[src/rtl/gcs_pkg.sv]
// ---------------------------------------------------------------------------
// gcs_pkg: shared types and constants for the gray contrast stretch block
// Pixel width, register indexes, queue entry layout and back-end states.
// ---------------------------------------------------------------------------
package gcs_pkg;

  localparam int PIXEL_BITS = 8;
  localparam int PROD_BITS  = 2 * PIXEL_BITS;
  localparam int CNT_BITS   = $clog2(PIXEL_BITS);
  localparam int CFG_IDX_BITS = 2;

  localparam int QUEUE_DEPTH = 4;
  localparam int QPTR_BITS   = $clog2(QUEUE_DEPTH);

  localparam logic [CFG_IDX_BITS-1:0] CFG_TARGET_MAX = CFG_IDX_BITS'(0);
  localparam logic [CFG_IDX_BITS-1:0] CFG_TARGET_MIN = CFG_IDX_BITS'(1);

  localparam logic OP_MEASURE = 1'b0;
  localparam logic OP_REMAP   = 1'b1;

  typedef logic [PIXEL_BITS-1:0] pix_t;

  // One remap item, already classified by the front end.
  typedef struct packed {
    logic pass;   // flat/empty measured range or inverted target range
    pix_t pixel;  // original pixel, used on pass
    pix_t diff;   // clamped pixel minus seen_min
    pix_t trange; // target_max - target_min
    pix_t den;    // seen_max - seen_min
    pix_t tmin;   // target_min
  } gcs_entry_t;

  typedef enum logic [1:0] {
    BK_IDLE,
    BK_MUL,
    BK_DIV,
    BK_OUT
  } gcs_back_state_t;

endpackage

[src/rtl/gcs_if.sv]
// ---------------------------------------------------------------------------
// gcs_if: channel interfaces for the gray contrast stretch block
// Pixel input, result output and configuration write channels.
// ---------------------------------------------------------------------------
interface gcs_in_if;
  logic                 valid;
  logic                 ready;
  logic                 op;
  gcs_pkg::pix_t        pixel;
  logic                 first;

  modport source (output valid, op, pixel, first, input ready);
  modport sink   (input valid, op, pixel, first, output ready);
endinterface

interface gcs_out_if;
  logic                 valid;
  logic                 ready;
  gcs_pkg::pix_t        pixel_out;
  logic                 passed_through;

  modport source (output valid, pixel_out, passed_through, input ready);
  modport sink   (input valid, pixel_out, passed_through, output ready);
endinterface

interface gcs_cfg_if;
  logic                                 valid;
  logic                                 ready;
  logic [gcs_pkg::CFG_IDX_BITS-1:0]     index;
  gcs_pkg::pix_t                        data;

  modport source (output valid, index, data, input ready);
  modport sink   (input valid, index, data, output ready);
endinterface

[src/rtl/gcs_queue.sv]
// ---------------------------------------------------------------------------
// gcs_queue: short FIFO between front and back
// Holds classified remap items so each side can stall on its own.
// ---------------------------------------------------------------------------
module gcs_queue (
  input  logic                clk,
  input  logic                rst,
  input  logic                push,
  input  gcs_pkg::gcs_entry_t push_data,
  input  logic                pop,
  output gcs_pkg::gcs_entry_t pop_data,
  output logic                full,
  output logic                empty
);

  gcs_pkg::gcs_entry_t               slots [gcs_pkg::QUEUE_DEPTH];
  logic [gcs_pkg::QPTR_BITS-1:0]     wr_ptr;
  logic [gcs_pkg::QPTR_BITS-1:0]     rd_ptr;
  logic [gcs_pkg::QPTR_BITS:0]       fill;

  assign full     = (fill == (gcs_pkg::QPTR_BITS+1)'(gcs_pkg::QUEUE_DEPTH));
  assign empty    = (fill == '0);
  assign pop_data = slots[rd_ptr];

  always_ff @(posedge clk) begin
    if (push) begin
      slots[wr_ptr] <= push_data;
    end
  end

  always_ff @(posedge clk) begin
    if (rst) begin
      wr_ptr <= '0;
      rd_ptr <= '0;
      fill   <= '0;
    end else begin
      if (push) begin
        wr_ptr <= wr_ptr + 1'b1;
      end
      if (pop) begin
        rd_ptr <= rd_ptr + 1'b1;
      end
      if (push && !pop) begin
        fill <= fill + 1'b1;
      end else if (pop && !push) begin
        fill <= fill - 1'b1;
      end
    end
  end

endmodule

[src/rtl/gcs_front.sv]
// ---------------------------------------------------------------------------
// gcs_front: input side of the contrast stretch
// Holds target range and running min/max, folds measure items, classifies
// remap items and pushes them to the queue.
// ---------------------------------------------------------------------------
module gcs_front (
  input  logic                clk,
  input  logic                rst,
  gcs_in_if.sink              pix_in,
  gcs_cfg_if.sink             cfg,
  input  logic                q_full,
  output logic                q_push,
  output gcs_pkg::gcs_entry_t q_data
);

  gcs_pkg::pix_t target_max;
  gcs_pkg::pix_t target_min;
  gcs_pkg::pix_t seen_max;
  gcs_pkg::pix_t seen_min;
  gcs_pkg::pix_t clamped;
  logic          accept;

  assign pix_in.ready = !q_full;
  assign cfg.ready    = 1'b1;
  assign accept       = pix_in.valid && pix_in.ready;
  assign q_push       = accept && (pix_in.op == gcs_pkg::OP_REMAP);

  always_comb begin
    clamped = pix_in.pixel;
    if (clamped < seen_min) begin
      clamped = seen_min;
    end
    if (clamped > seen_max) begin
      clamped = seen_max;
    end
    q_data.pass   = (seen_max <= seen_min) || (target_min > target_max);
    q_data.pixel  = pix_in.pixel;
    q_data.diff   = clamped - seen_min;
    q_data.trange = target_max - target_min;
    q_data.den    = seen_max - seen_min;
    q_data.tmin   = target_min;
  end

  always_ff @(posedge clk) begin
    if (rst) begin
      target_max <= '1;
      target_min <= '0;
    end else if (cfg.valid && cfg.ready) begin
      unique case (cfg.index)
        gcs_pkg::CFG_TARGET_MAX: target_max <= cfg.data;
        gcs_pkg::CFG_TARGET_MIN: target_min <= cfg.data;
        default: ;
      endcase
    end
  end

  always_ff @(posedge clk) begin
    if (rst) begin
      seen_max <= '0;
      seen_min <= '1;
    end else if (accept && (pix_in.op == gcs_pkg::OP_MEASURE)) begin
      if (pix_in.first) begin
        seen_max <= pix_in.pixel;
        seen_min <= pix_in.pixel;
      end else begin
        if (pix_in.pixel > seen_max) begin
          seen_max <= pix_in.pixel;
        end
        if (pix_in.pixel < seen_min) begin
          seen_min <= pix_in.pixel;
        end
      end
    end
  end

endmodule

[src/rtl/gcs_back.sv]
// ---------------------------------------------------------------------------
// gcs_back: remap engine
// A multiply step, then a restoring divider one quotient bit a cycle;
// the result sits in the output register until taken.
// ---------------------------------------------------------------------------
module gcs_back (
  input  logic                clk,
  input  logic                rst,
  input  logic                q_empty,
  input  gcs_pkg::gcs_entry_t q_data,
  output logic                q_pop,
  gcs_out_if.source           pix_out
);

  gcs_pkg::gcs_back_state_t          state;
  gcs_pkg::gcs_back_state_t          state_next;
  gcs_pkg::gcs_entry_t               job;
  logic [gcs_pkg::PROD_BITS-1:0]     prod;
  gcs_pkg::pix_t                     rem;
  gcs_pkg::pix_t                     quo;
  gcs_pkg::pix_t                     quo_next;
  logic [gcs_pkg::PIXEL_BITS:0]      trial;
  logic                              take;
  logic [gcs_pkg::CNT_BITS-1:0]      step;
  logic                              last_step;
  gcs_pkg::pix_t                     result;
  logic                              result_pass;

  assign prod      = gcs_pkg::PROD_BITS'(job.diff) * gcs_pkg::PROD_BITS'(job.trange);
  assign trial     = {rem, quo[gcs_pkg::PIXEL_BITS-1]};
  assign take      = (trial >= {1'b0, job.den});
  assign quo_next  = {quo[gcs_pkg::PIXEL_BITS-2:0], take};
  assign last_step = (step == gcs_pkg::CNT_BITS'(gcs_pkg::PIXEL_BITS - 1));

  // next state
  always_comb begin
    state_next = state;
    unique case (state)
      gcs_pkg::BK_IDLE: if (!q_empty) state_next = q_data.pass ? gcs_pkg::BK_OUT
                                                               : gcs_pkg::BK_MUL;
      gcs_pkg::BK_MUL:  state_next = gcs_pkg::BK_DIV;
      gcs_pkg::BK_DIV:  if (last_step) state_next = gcs_pkg::BK_OUT;
      gcs_pkg::BK_OUT:  if (pix_out.ready) state_next = gcs_pkg::BK_IDLE;
      default:          state_next = gcs_pkg::BK_IDLE;
    endcase
  end

  // outputs
  always_comb begin
    q_pop         = 1'b0;
    pix_out.valid = 1'b0;
    unique case (state)
      gcs_pkg::BK_IDLE: q_pop = !q_empty;
      gcs_pkg::BK_OUT:  pix_out.valid = 1'b1;
      default: ;
    endcase
  end

  assign pix_out.pixel_out      = result;
  assign pix_out.passed_through = result_pass;

  always_ff @(posedge clk) begin
    if (rst) begin
      state <= gcs_pkg::BK_IDLE;
    end else begin
      state <= state_next;
    end
  end

  always_ff @(posedge clk) begin
    unique case (state)
      gcs_pkg::BK_IDLE: begin
        job         <= q_data;
        result      <= q_data.pixel;
        result_pass <= 1'b1;
      end
      gcs_pkg::BK_MUL: begin
        // quotient fits PIXEL_BITS, so the high half is already below den
        rem  <= prod[gcs_pkg::PROD_BITS-1:gcs_pkg::PIXEL_BITS];
        quo  <= prod[gcs_pkg::PIXEL_BITS-1:0];
        step <= '0;
      end
      gcs_pkg::BK_DIV: begin
        rem  <= take ? gcs_pkg::PIXEL_BITS'(trial - {1'b0, job.den})
                     : trial[gcs_pkg::PIXEL_BITS-1:0];
        quo  <= quo_next;
        step <= step + 1'b1;
        if (last_step) begin
          result      <= job.tmin + quo_next;
          result_pass <= 1'b0;
        end
      end
      default: ;
    endcase
  end

endmodule

[src/rtl/gray_contrast_stretch.sv]
// ---------------------------------------------------------------------------
// gray_contrast_stretch: min-max contrast stretch of gray pixels
// Measure items track the running min/max; remap items are stretched from
// the measured range onto the target range set by two config registers.
// ---------------------------------------------------------------------------
//
//  channel  | role  | payload                          | accepted when
//  ---------+-------+----------------------------------+----------------------
//  pix_in   | sink  | op, pixel, first                 | valid && ready
//  pix_out  | src   | pixel_out, passed_through        | valid && ready
//  cfg      | sink  | index (0 target_max, 1 target_min), data | valid && ready
//
//  Measure items are taken every cycle while the queue has room. A remap item
//  walks the states pop, multiply, one divide step per quotient bit and the
//  output hold; a passed-through item goes from pop to the output hold. The
//  serial divider sets the remap rate. Reset (rst, synchronous) clears min/max
//  to empty, target to full range, and empties the queue. A stalled output
//  holds the back end; the 4-entry queue lets the front take items until full.
//
module gray_contrast_stretch (
  input  logic       clk,
  input  logic       rst,
  gcs_in_if.sink     pix_in,
  gcs_out_if.source  pix_out,
  gcs_cfg_if.sink    cfg
);

  gcs_pkg::gcs_entry_t push_data;
  gcs_pkg::gcs_entry_t pop_data;
  logic                push;
  logic                pop;
  logic                full;
  logic                empty;

  // front: config, min/max tracking, classification of remap items
  gcs_front u_front (
    .clk    (clk),
    .rst    (rst),
    .pix_in (pix_in),
    .cfg    (cfg),
    .q_full (full),
    .q_push (push),
    .q_data (push_data)
  );

  // decoupling queue
  gcs_queue u_queue (
    .clk       (clk),
    .rst       (rst),
    .push      (push),
    .push_data (push_data),
    .pop       (pop),
    .pop_data  (pop_data),
    .full      (full),
    .empty     (empty)
  );

  // back: multiply, serial divide, output register
  gcs_back u_back (
    .clk     (clk),
    .rst     (rst),
    .q_empty (empty),
    .q_data  (pop_data),
    .q_pop   (pop),
    .pix_out (pix_out)
  );

endmodule

[src/flat_wrapper.sv]
// flat-port wrapper written by rule: the top's interface ports become plain ports
module gray_contrast_stretch_flat 
  (clk, rst, pix_in_valid, pix_in_op, pix_in_pixel, pix_in_first, pix_in_ready, pix_out_valid, pix_out_pixel_out, pix_out_passed_through, pix_out_ready, cfg_valid, cfg_index, cfg_data, cfg_ready);
  gcs_in_if pix_in_i ();
  gcs_out_if pix_out_i ();
  gcs_cfg_if cfg_i ();
  input  logic clk;
  input  logic rst;
  input wire logic [$bits(pix_in_i.valid)-1:0] pix_in_valid;
  input wire logic [$bits(pix_in_i.op)-1:0] pix_in_op;
  input wire logic [$bits(pix_in_i.pixel)-1:0] pix_in_pixel;
  input wire logic [$bits(pix_in_i.first)-1:0] pix_in_first;
  output wire logic [$bits(pix_in_i.ready)-1:0] pix_in_ready;
  output wire logic [$bits(pix_out_i.valid)-1:0] pix_out_valid;
  output wire logic [$bits(pix_out_i.pixel_out)-1:0] pix_out_pixel_out;
  output wire logic [$bits(pix_out_i.passed_through)-1:0] pix_out_passed_through;
  input wire logic [$bits(pix_out_i.ready)-1:0] pix_out_ready;
  input wire logic [$bits(cfg_i.valid)-1:0] cfg_valid;
  input wire logic [$bits(cfg_i.index)-1:0] cfg_index;
  input wire logic [$bits(cfg_i.data)-1:0] cfg_data;
  output wire logic [$bits(cfg_i.ready)-1:0] cfg_ready;
  assign pix_in_i.valid = pix_in_valid;
  assign pix_in_i.op = pix_in_op;
  assign pix_in_i.pixel = pix_in_pixel;
  assign pix_in_i.first = pix_in_first;
  assign pix_in_ready = pix_in_i.ready;
  assign pix_out_valid = pix_out_i.valid;
  assign pix_out_pixel_out = pix_out_i.pixel_out;
  assign pix_out_passed_through = pix_out_i.passed_through;
  assign pix_out_i.ready = pix_out_ready;
  assign cfg_i.valid = cfg_valid;
  assign cfg_i.index = cfg_index;
  assign cfg_i.data = cfg_data;
  assign cfg_ready = cfg_i.ready;
  gray_contrast_stretch u_core (.clk(clk), .rst(rst), .pix_in(pix_in_i), .pix_out(pix_out_i), .cfg(cfg_i));
endmodule
[config.mk]
export PLATFORM = sky130hd
export DESIGN_NAME = gray_contrast_stretch_flat
export DESIGN_NICKNAME = d
export VERILOG_FILES = /design/src/rtl/gcs_pkg.sv /design/src/rtl/gcs_if.sv /design/src/rtl/gcs_queue.sv /design/src/rtl/gcs_front.sv /design/src/rtl/gcs_back.sv /design/src/rtl/gray_contrast_stretch.sv /design/src/flat_wrapper.sv
export SDC_FILE = /design/constraint.sdc
export NUM_CORES = 1
export LEC_CHECK = 0
export BUFFER_PORTS_ARGS = -buffer_cell sky130_fd_sc_hd__buf_2
export CAP_MARGIN = 20
export CELL_PAD_IN_SITES_DETAIL_PLACEMENT = 1
export CELL_PAD_IN_SITES_GLOBAL_PLACEMENT = 2
export CORE_MARGIN = 8
export CORE_UTILIZATION = 40
export CTS_BUF_LIST = sky130_fd_sc_hd__clkbuf_8
export DETAILED_ROUTE_END_ITERATION = 7
export PLACE_DENSITY_LB_ADDON = 0.1
export SYNTH_ARGS = -nofsm -noshare
export SYNTH_HDL_FRONTEND = slang
export SYNTH_HIERARCHICAL = 1
export SYNTH_SLANG_ARGS = --single-unit
[constraint.sdc]
create_clock -name clk -period 5.1 [get_ports clk]
set_clock_uncertainty 0.05 [all_clocks]
set_input_delay 1.02 -clock clk [delete_from_list [all_inputs] [get_ports clk]]
set_output_delay 1.02 -clock clk [all_outputs]
set_load 0.02 [all_outputs]
==> flow_metrics.env <==
export IMPL_status="completed"
export IMPL_dp_cells=1586
export IMPL_path_cells="buf_2 > ha_1 > a211oi_2 > o21ai_1 > a21oi_2 > buf_4 > mux2_2 > ha_1 > and3_4 > a221o_1 > a22oi_2 > buf_4 > mux2_2 > ha_4 > nor2b_1 > o21ai_0 > nand2b_1 > a21o_1 > a21oi_2 > xnor2_2"
export IMPL_yosys_area_share_xor_xnor_pct=1.87
export IMPL_synthAdderAreaFrac_pct=15.1
export IMPL_synth_main_ff_cell="edfxtp_1"
export IMPL_post_dp_cell_area_um2=15400
export IMPL_rrSetupSlack_ns=0.32
export IMPL_drv_cap=0
export IMPL_start_kind="input pin"
export IMPL_whs_ns=0.431
export IMPL_grt_pass1_vias=9351
export IMPL_clk_path_buf_depth=3
export IMPL_cp_required_ns=5.36
export IMPL_io_pins=37
export IMPL_yosysUniqueCellTypes=75
export IMPL_hp_class="reg -> reg"
export IMPL_ys_ff_latch=267
export IMPL_die_x_um=206
export IMPL_cts_buffers=47
export IMPL_clock_latency_ns=0.59
export IMPL_setup_violations=0
export IMPL_cts_post_setup_buffers_inserted=0
export IMPL_synth_simple_area_share_pct=9.34
export IMPL_cts_reportedPaths_clkPinSlew_ns=0.06
export IMPL_overflow=0
export IMPL_ys_warn_count=6
export IMPL_timing_fmax_mhz=208
export IMPL_syn_nets=1254
export IMPL_hold_viol_final=0
export IMPL_period_needed_ns=4.82
export IMPL_synth_edff_count=224
export IMPL_critical_path_class="in -> reg"
export IMPL_fin_cells=1673
export IMPL_end_kind="flop"
export IMPL_max_stage_delay_ns=0.36
export IMPL_syn_area_um2=14500
export IMPL_synth_top_family_by_area="adder cells"
export IMPL_fin_crit_sh_pct=94.5
export IMPL_via_count=8614
export IMPL_nNetsFinal=1350
export IMPL_async_reset_ff_share_pct=0
export IMPL_synth_compound_area_share_pct=6.38
export IMPL_antennaDiodeCount=0
export IMPL_htree_levels=2
export IMPL_synth_area_mux_share_pct=10.4
export IMPL_cts_tree="built"
export IMPL_drc=0
export IMPL_wire_per_inst_um=19.9
export IMPL_drive_gt1_share_pct=19.8
export IMPL_rsz0062_at_grt="false"
export IMPL_num_fill_cells=3680
export IMPL_syn_avg_cell_area_um2=13.4
export IMPL_synth_seq_area_share_pct=52.4
export IMPL_wl_um=33300
export IMPL_dr_pass1_iters=6
export IMPL_via_per_inst=5.15
export IMPL_io_buffers=35
export IMPL_floorplan_core_area_um2=35700
export IMPL_cts_sinks=267
export IMPL_slew_viol_final=0
export IMPL_stdcell_area_um2=16400
export IMPL_start_util_pct=40.6
export IMPL_antenna_left=0
export IMPL_relSlewSlack_pct=27.7
export IMPL_die_h_um=206
export IMPL_path_max_fanout=5
export IMPL_area_growth_pct=13.4
export IMPL_grt_usage_pct=16.2
export IMPL_crit_slowest_cell="mux2_2"
export IMPL_die_area_um2=42500
export IMPL_tightestPinTransition_ns=1.08
export IMPL_antenna_found_initial=0
export IMPL_cts_hold_buf=0
export IMPL_finalWeightedCongestion=0.766
export IMPL_dp_hpwl_um=24400
export IMPL_synth_cells=1080
export IMPL_grt_pass1_wl_um=52600
export IMPL_root_buffer="clkbuf_8"
export IMPL_drt_iter0_markers=366
export IMPL_grt_max_degree=44
export IMPL_num_rows=69
export IMPL_crit_arrival_ns=5.08
==> cell usage after synthesis, drive strengths merged (8+ instances only) <==
cell type,n,share of area (%)
edfxtp,224,46
inv,108,2.8
ha,107,9.2
nand2,71,1.9
and2,58,2.5
nor2,58,1.5
dfxtp,43,5.9
fa,42,5.8
mux4,41,6.4
o21ai,39,1.5
mux2i,34,2.4
a21oi,26,0.90
buf,23,1.4
mux2,21,1.6
nor2b,19,0.82
xnor2,19,1.1
clkbuf,12,0.31
xor2,12,0.73
a21boi,10,0.52
nor3,10,0.38
a21o,9,0.47
nor3b,8,0.41
==> critical path: cells and delay by family <==
family / cells / cell delay [ns]
simple gates: 3 / 0.41
xor+xnor: 1 / 0.11
compound gates: 8 / 1.56
fa+ha+maj: 3 / 0.82
mux: 2 / 0.71
buf+inv: 3 / 0.47
==> cell families (layout without fill, tap and decap cells) <==
logic type | Yosys count | in the layout
xor gates and xnor gates | 31 | 31
AOI/OAI and AO/OA | 134 | 134
and+or+nand+nor | 259 | 259
adders and majority gates | 149 | 149
DFF | 267 | 267
muxes | 96 | 96
other | 1 | 1
buffers and inverters | 143 | 275
==> worst paths after layout <==
path                           startpoint                            to  cells past startpoint
max reg2reg    u_core/u_front/seen_min[2]   u_core/u_queue/slots[2][30]                     20
min reg2reg  u_core/u_front/target_max[4]  u_core/u_front/target_max[4]                      2
max                       pix_in_pixel[2]   u_core/u_queue/slots[2][30]                     20
min          u_core/u_front/target_max[4]  u_core/u_front/target_max[4]                      2
==> per-layer routing <==
metal | up-vias | GRT usage (%) | wire (µm)
li1 | 4105 | - | -
met5 | - | 0 | 0
met4 | 0 | 4.63 | 621
met3 | 46 | 2.71 | 957
met1 | 4351 | 21.8 | 15900
met2 | 112 | 26.7 | 15800
==> timing repair <==
item | in CTS | in global routing
endpoints found under the hold margin | 0 | 0
gates resized for setup | 0 | 7
endpoints found under the setup margin | 0 | 16
==> per-stage QoR <==
| step | setup TNS, ns | util (%) | setup WS (ns) |
|---|---|---|---|
| floorplan | 0 | - | 0.00719 |
| global placement | -5.91 | 43.1 | -0.346 |
| detailed placement | -7.83 | 43.1 | -0.446 |
| CTS | 0 | 45.9 | 0.156 |
| global route | 0 | 46.1 | 0.0318 |
| finish | 0 | 46.1 | 0.281 |
==> state kept, by name, summed over array words and instances, names as in the netlist, named ones only <==
register,count
u_core/u_back/job,32
u_core/u_back/pix_out.passed_through,1
u_core/u_back/pix_out.pixel_out,8
u_core/u_back/quo,8
u_core/u_back/rem,8
u_core/u_back/state,2
u_core/u_back/step,3
u_core/u_front/seen_max,8
u_core/u_front/seen_min,8
u_core/u_front/target_max,8
u_core/u_front/target_min,8
u_core/u_queue/fill,3
u_core/u_queue/rd_ptr,2
u_core/u_queue/slots,164
u_core/u_queue/wr_ptr,2
==> placed cells by master (no fill, tap or decap), drive strengths merged, types with 3 or more instances in the layout <==
master / count
or2: 5
nor3b: 8
clkinv: 11
nand3: 7
and3: 3
mux2i: 34
and2: 58
dfxtp: 43
fa: 42
nor3: 10
a21oi: 26
inv: 124
nor2: 58
buf: 81
nand2: 71
a21boi: 10
edfxtp: 224
clkbuf: 51
o21ai: 39
o311a: 3
a32o: 3
mux4: 41
o211ai: 5
a31oi: 5
or3: 3
bufinv: 6
xor2: 12
mux2: 21
o31ai: 5
o21a: 7
a211oi: 7
ha: 107
a21o: 9
nor2b: 19
nand2b: 5
xnor2: 19
==> area by class of cell <==
class	instances	area (µm²)	share of cell area (%)
sequential	267	7590	46.2
multi-input combinational	670	6300	38.3
clock buffer	51	702	4.27
tap	461	577	3.51
timing repair buffer	82	552	3.36
inverter	108	405	2.47
clock inverter	34	298	1.81
Power is not shown: default switching activity piles up to over one toggle a cycle in this logic, so the estimate is an artifact.
